`src/design/tsq_pkg.sv`:
```
// tsq_pkg: types, angle constants and arctangent table for the thick segment quad
// used by tsq_cordic_stage and thick_segment_quad_with_axis_snap
package tsq_pkg;

  localparam int COORD_BITS = 16;
  localparam int VEC_SHIFT  = 46 - COORD_BITS;
  localparam int DW         = 50;   // cordic x/y datapath width
  localparam int ZW         = 35;   // angle width, 2^30 per radian
  localparam int QW         = 18;   // q1.15 unit vector, holds +-32768

  localparam logic signed [ZW-1:0] ANG_PI      = 35'sd3373259426;
  localparam logic signed [ZW-1:0] ANG_HALF_PI = 35'sd1686629713;
  localparam logic signed [ZW-1:0] ANG_DEG5    = 35'sd93701651;
  localparam logic signed [ZW-1:0] ANG_DEG85   = 35'sd1592928067;
  localparam logic signed [ZW-1:0] ANG_DEG95   = 35'sd1780331369;
  localparam logic signed [ZW-1:0] ANG_DEG175  = 35'sd3279557785;
  localparam logic signed [DW-1:0] INV_GAIN    = 50'sd652032874;
  localparam logic signed [QW-1:0] Q15_ONE     = 18'sd32768;

  typedef struct packed {
    logic signed [COORD_BITS-1:0] start_x;
    logic signed [COORD_BITS-1:0] start_y;
    logic signed [COORD_BITS-1:0] end_x;
    logic signed [COORD_BITS-1:0] end_y;
  } seg_t;

  typedef struct packed {
    logic signed [COORD_BITS-1:0] corner0_x;
    logic signed [COORD_BITS-1:0] corner0_y;
    logic signed [COORD_BITS-1:0] corner1_x;
    logic signed [COORD_BITS-1:0] corner1_y;
    logic signed [COORD_BITS-1:0] corner2_x;
    logic signed [COORD_BITS-1:0] corner2_y;
    logic signed [COORD_BITS-1:0] corner3_x;
    logic signed [COORD_BITS-1:0] corner3_y;
    logic                         snapped;
  } quad_t;

  typedef struct packed {
    logic signed [DW-1:0] x;
    logic signed [DW-1:0] y;
    logic signed [ZW-1:0] z;
  } rot_t;

  function automatic logic signed [ZW-1:0] atan_entry(input int i);
    logic signed [ZW-1:0] r;
    begin
      unique case (i)
        0:  r = 35'sd843314857;
        1:  r = 35'sd497837829;
        2:  r = 35'sd263043837;
        3:  r = 35'sd133525159;
        4:  r = 35'sd67021687;
        5:  r = 35'sd33543516;
        6:  r = 35'sd16775851;
        7:  r = 35'sd8388437;
        8:  r = 35'sd4194283;
        9:  r = 35'sd2097149;
        10: r = 35'sd1048576;
        11: r = 35'sd524288;
        12: r = 35'sd262144;
        13: r = 35'sd131072;
        14: r = 35'sd65536;
        15: r = 35'sd32768;
        16: r = 35'sd16384;
        17: r = 35'sd8192;
        18: r = 35'sd4096;
        19: r = 35'sd2048;
        20: r = 35'sd1024;
        21: r = 35'sd512;
        22: r = 35'sd256;
        23: r = 35'sd128;
        default: r = '0;
      endcase
      return r;
    end
  endfunction

  function automatic logic signed [COORD_BITS-1:0] sat_coord(input logic signed [17:0] v);
    logic signed [COORD_BITS-1:0] r;
    begin
      if (v > 18'sd32767) begin
        r = 16'sd32767;
      end else if (v < -18'sd32768) begin
        r = -16'sd32768;
      end else begin
        r = v[COORD_BITS-1:0];
      end
      return r;
    end
  endfunction

endpackage

```
`src/design/tsq_cordic_stage.sv`:
```
// tsq_cordic_stage: one cordic micro-rotation, vectoring or rotation mode
// depends on tsq_pkg for the datapath struct and the arctangent table
module tsq_cordic_stage #(
  parameter int SHIFT  = 0,
  parameter bit ROTATE = 1'b0
) (
  input  tsq_pkg::rot_t a,
  output tsq_pkg::rot_t b
);

  logic                          up;
  logic signed [tsq_pkg::DW-1:0] xs;
  logic signed [tsq_pkg::DW-1:0] ys;
  logic signed [tsq_pkg::ZW-1:0] ang;

  assign ang = tsq_pkg::atan_entry(SHIFT);
  // rotation steers on the residual angle, vectoring on the sign of y
  assign up  = ROTATE ? !a.z[tsq_pkg::ZW-1] : a.y[tsq_pkg::DW-1];
  assign xs  = a.x >>> SHIFT;
  assign ys  = a.y >>> SHIFT;

  always_comb begin
    if (up) begin
      b.x = a.x - ys;
      b.y = a.y + xs;
      b.z = a.z - ang;
    end else begin
      b.x = a.x + ys;
      b.y = a.y - xs;
      b.z = a.z + ang;
    end
  end

endmodule

```
`config.mk`:
```
export PLATFORM = sky130hd
export DESIGN_NAME = tsq_cordic_stage
export DESIGN_NICKNAME = d
export VERILOG_FILES = /design/src/design/tsq_pkg.sv /design/src/design/tsq_cordic_stage.sv
export SDC_FILE = /design/constraint.sdc
export NUM_CORES = 1
export LEC_CHECK = 0
export BUFFER_PORTS_ARGS = -buffer_cell sky130_fd_sc_hd__buf_2
export CAP_MARGIN = 10
export CORE_MARGIN = 5
export CORE_UTILIZATION = 45
export DETAILED_ROUTE_END_ITERATION = 10
export GPL_TIMING_DRIVEN = 0
export PLACE_DENSITY = 0.69
export SKIP_LAST_GASP = 1
export SLEW_MARGIN = 20
export SYNTH_ARGS = -nofsm -noshare
export SYNTH_HDL_FRONTEND = slang
export SYNTH_SLANG_ARGS = --single-unit
export TNS_END_PERCENT = 10
```
`constraint.sdc`:
```
create_clock -name vclk -period 8.53
set_clock_uncertainty 0.05 [all_clocks]
set_input_delay 2.1325 -clock vclk [all_inputs]
set_output_delay 2.1325 -clock vclk [all_outputs]
set_load 0.05 [all_outputs]
```
==> results.toml <==
[setup_path]
cp-end-kind = "primary output"
crit_chain = "clkbuf_4 > inv_2 > clkbuf_2 > buf_12 > fa_1 > nor2b_1 > o21a_1 > o21ai_0 > a311oi_1 > a41oi_1 > nor3_2 > nor3_1 > nor3_1 > a221oi_1 > xnor2_1 > buf_2"
cp_common_cell = "nor3_1"
max_stage_delay_ps = 440
startpoint_type = "input port"
worst-path-buf-inv = 5
required_ps = 6350
worst_ep_arrival_time_ps = 6030
slowest_stage = "a311oi_1"
crit_type = "in -> out"
critical_path.top_delay_family = "buffers and inverters"
cp_max_fo = 23

[pwr]
power_leakage_nw = 6.17
pwr-share-clk = 0
power_switching_w = 0.00122
pwr_density_cell_nw_per_um2 = 132
intPower_w = 0.000448
swShare = 0.731
ir_worst_vdd_mv = 0.0980
pwr-share-comb = 1.000
seqPwrFrac = 0

[timing]
rsz0062_at_grt = "false"
slew_violations = 0
post-route-period-util = 0.963
setup_viol = 0
fmax_mhz = 122
max_slew_margin = 0.226
post-route-min-period_ps = 8210
final_hold_viol_count = 0
tightest_slew_ps = 1160

[synthesis]
synth.top_cell.area_share = 0.226
netlist_area_um2 = 10900
synth-compound-area-share = 0.368
synthMuxAreaShare = 0.0295
synth_top_family_by_area = "compound AO/OA/AOI/OAI gates"
ys_warn_count = 0
yosysUniqueCellTypes = 76
yosysSeqAreaShare = 0
synth_xor_area_frac = 0.105
synth_common_cells = "a21oi_1 (229), ha_1 (196), inv_1 (167), nor2_1 (124), xnor2_1 (117)"
syn_nets = 1963
synth_area_leaders = "ha_1 (23%), a21oi_1 (11%), xnor2_1 (9.4%)"
yosys.area.top_type = "ha_1"
synth.avg_cell_area_um2 = 6.67
synthAdderAreaFrac = 0.233
yosysMostFrequentCell = "a21oi_1"
synth_simple_gate_area_frac = 0.177
synth_cells = 1628

[floorplan]
initial_core_util = 0.460
die_x_um = 165
coreArea_um2 = 23600
die-area_um2 = 27300
fp.dieH_um = 165
rows = 56
io_pins = 270

[routing]
drt-total-wl_um = 46700
drt_pass1_iterations = 6
ant_nets = 0
drt_iter0_drc = 1607
viasPerCell = 6.09
drcViolationCount = 0
vias = 13500
post_drt_wl_per_cell_um = 21.0

[placement]
dp_hpwl_um = 39100
placedCellCount = 2218
place_area_um2 = 12600
place_congestion = 1.03
port_buffers = 270

[grt]
grt_pass1_wl_um = 70300
antenna_found_initial = 3
grt_max_degree = 24
grt_util_all_layers = 0.320
grt_pass1_vias = 12800
grt-ovfl-total = 0

[run]
cap_violations = 0

[cts]
hold_buffers = 0
post_cts_buffers = 0
ctsResizeCount = 0

[final_layout]
stdcell_count = 2221
drive_gt1_frac = 0.171
n_clock_buffer = 0
ff_latch_area_um2 = 0
fin_area_um2 = 12600
nets = 2236
flops_and_latches = 0
syn_to_final_growth_pct = 16.5

[status]
outcome = "complete, no violations"

[min_path]
hp-class = "in -> out"
metal layers:
layer	global-route usage	vias to the layer above	wire, um
met4	0.133	0	2180
met5	0	-	0
met2	0.541	790	21100
li1	-	6378	-
met1	0.414	6214	18800
met3	0.0347	140	4590
logic make-up (layout without fill, tap and decap cells):
group | Yosys count | count (layout)
AO/OA/AOI/OAI | 617 | 617
AND/OR/NAND/NOR | 405 | 405
buffers and inverters | 244 | 515
adder cells (fa/ha/maj) | 200 | 200
XOR/XNOR | 130 | 130
multiplexers | 32 | 32
other | 0 | 3
power groups by stage:
stage | combinational, W | sequential, W | clock, W
floorplan | 0.00120 | 0 | 0
global placement | 0.00163 | 0 | 0
CTS | 0.00164 | 0 | 0
global route | 0.00176 | 0 | 0.0000000000471
detailed placement | 0.00164 | 0 | 0
finish | 0.00167 | 0 | 0.0000000000471
stage by stage:
step / setup WS [ps] / total power (W) / utilization / hold WS [ps] / setup TNS, ps
after floorplan: 463 / 0.00120 / - / 4410 / 0
after global placement: -619 / 0.00163 / 0.534 / 4570 / -4030
after detailed placement: 121 / 0.00164 / 0.535 / 4580 / 0
after CTS: 111 / 0.00164 / 0.535 / 4580 / 0
after global routing: 68.6 / 0.00176 / 0.536 / 4600 / 0
final: 315 / 0.00167 / 0.536 / 4580 / 0
cell usage in the layout, fill, tap and decap left out, types with 11 or more instances in the layout:
cell,n
nand4_1,28
xor2_1,13
nand2_1,100
mux2i_1,32
nor2_1,124
nor4_1,21
nand2b_1,17
nor2b_1,19
o21a_1,18
a211oi_1,20
inv_1,167
o31ai_1,22
nor3_1,38
nand3_1,15
o21ai_0,96
xnor2_1,117
ha_1,196
a21oi_1,229
o21bai_1,50
a31oi_1,17
o21ai_1,11
a21o_1,50
clkbuf_1,45
buf_2,284
area by class of cell:
cell class	count	area [um2]
multi-input combinational	1384	9920
fill	2547	11000
inverter	175	657
buffer	69	287
timing repair buffer	271	1370
antenna	3	7.51
tap	319	399
final timing paths:
kind	startpoint	to	slack, ps	depth (start not counted)
worst max-delay path	a[84]	b[32]	320	16
worst min-delay path	a[0]	b[0]	4580	3
(Power assumes the default switching activity.)
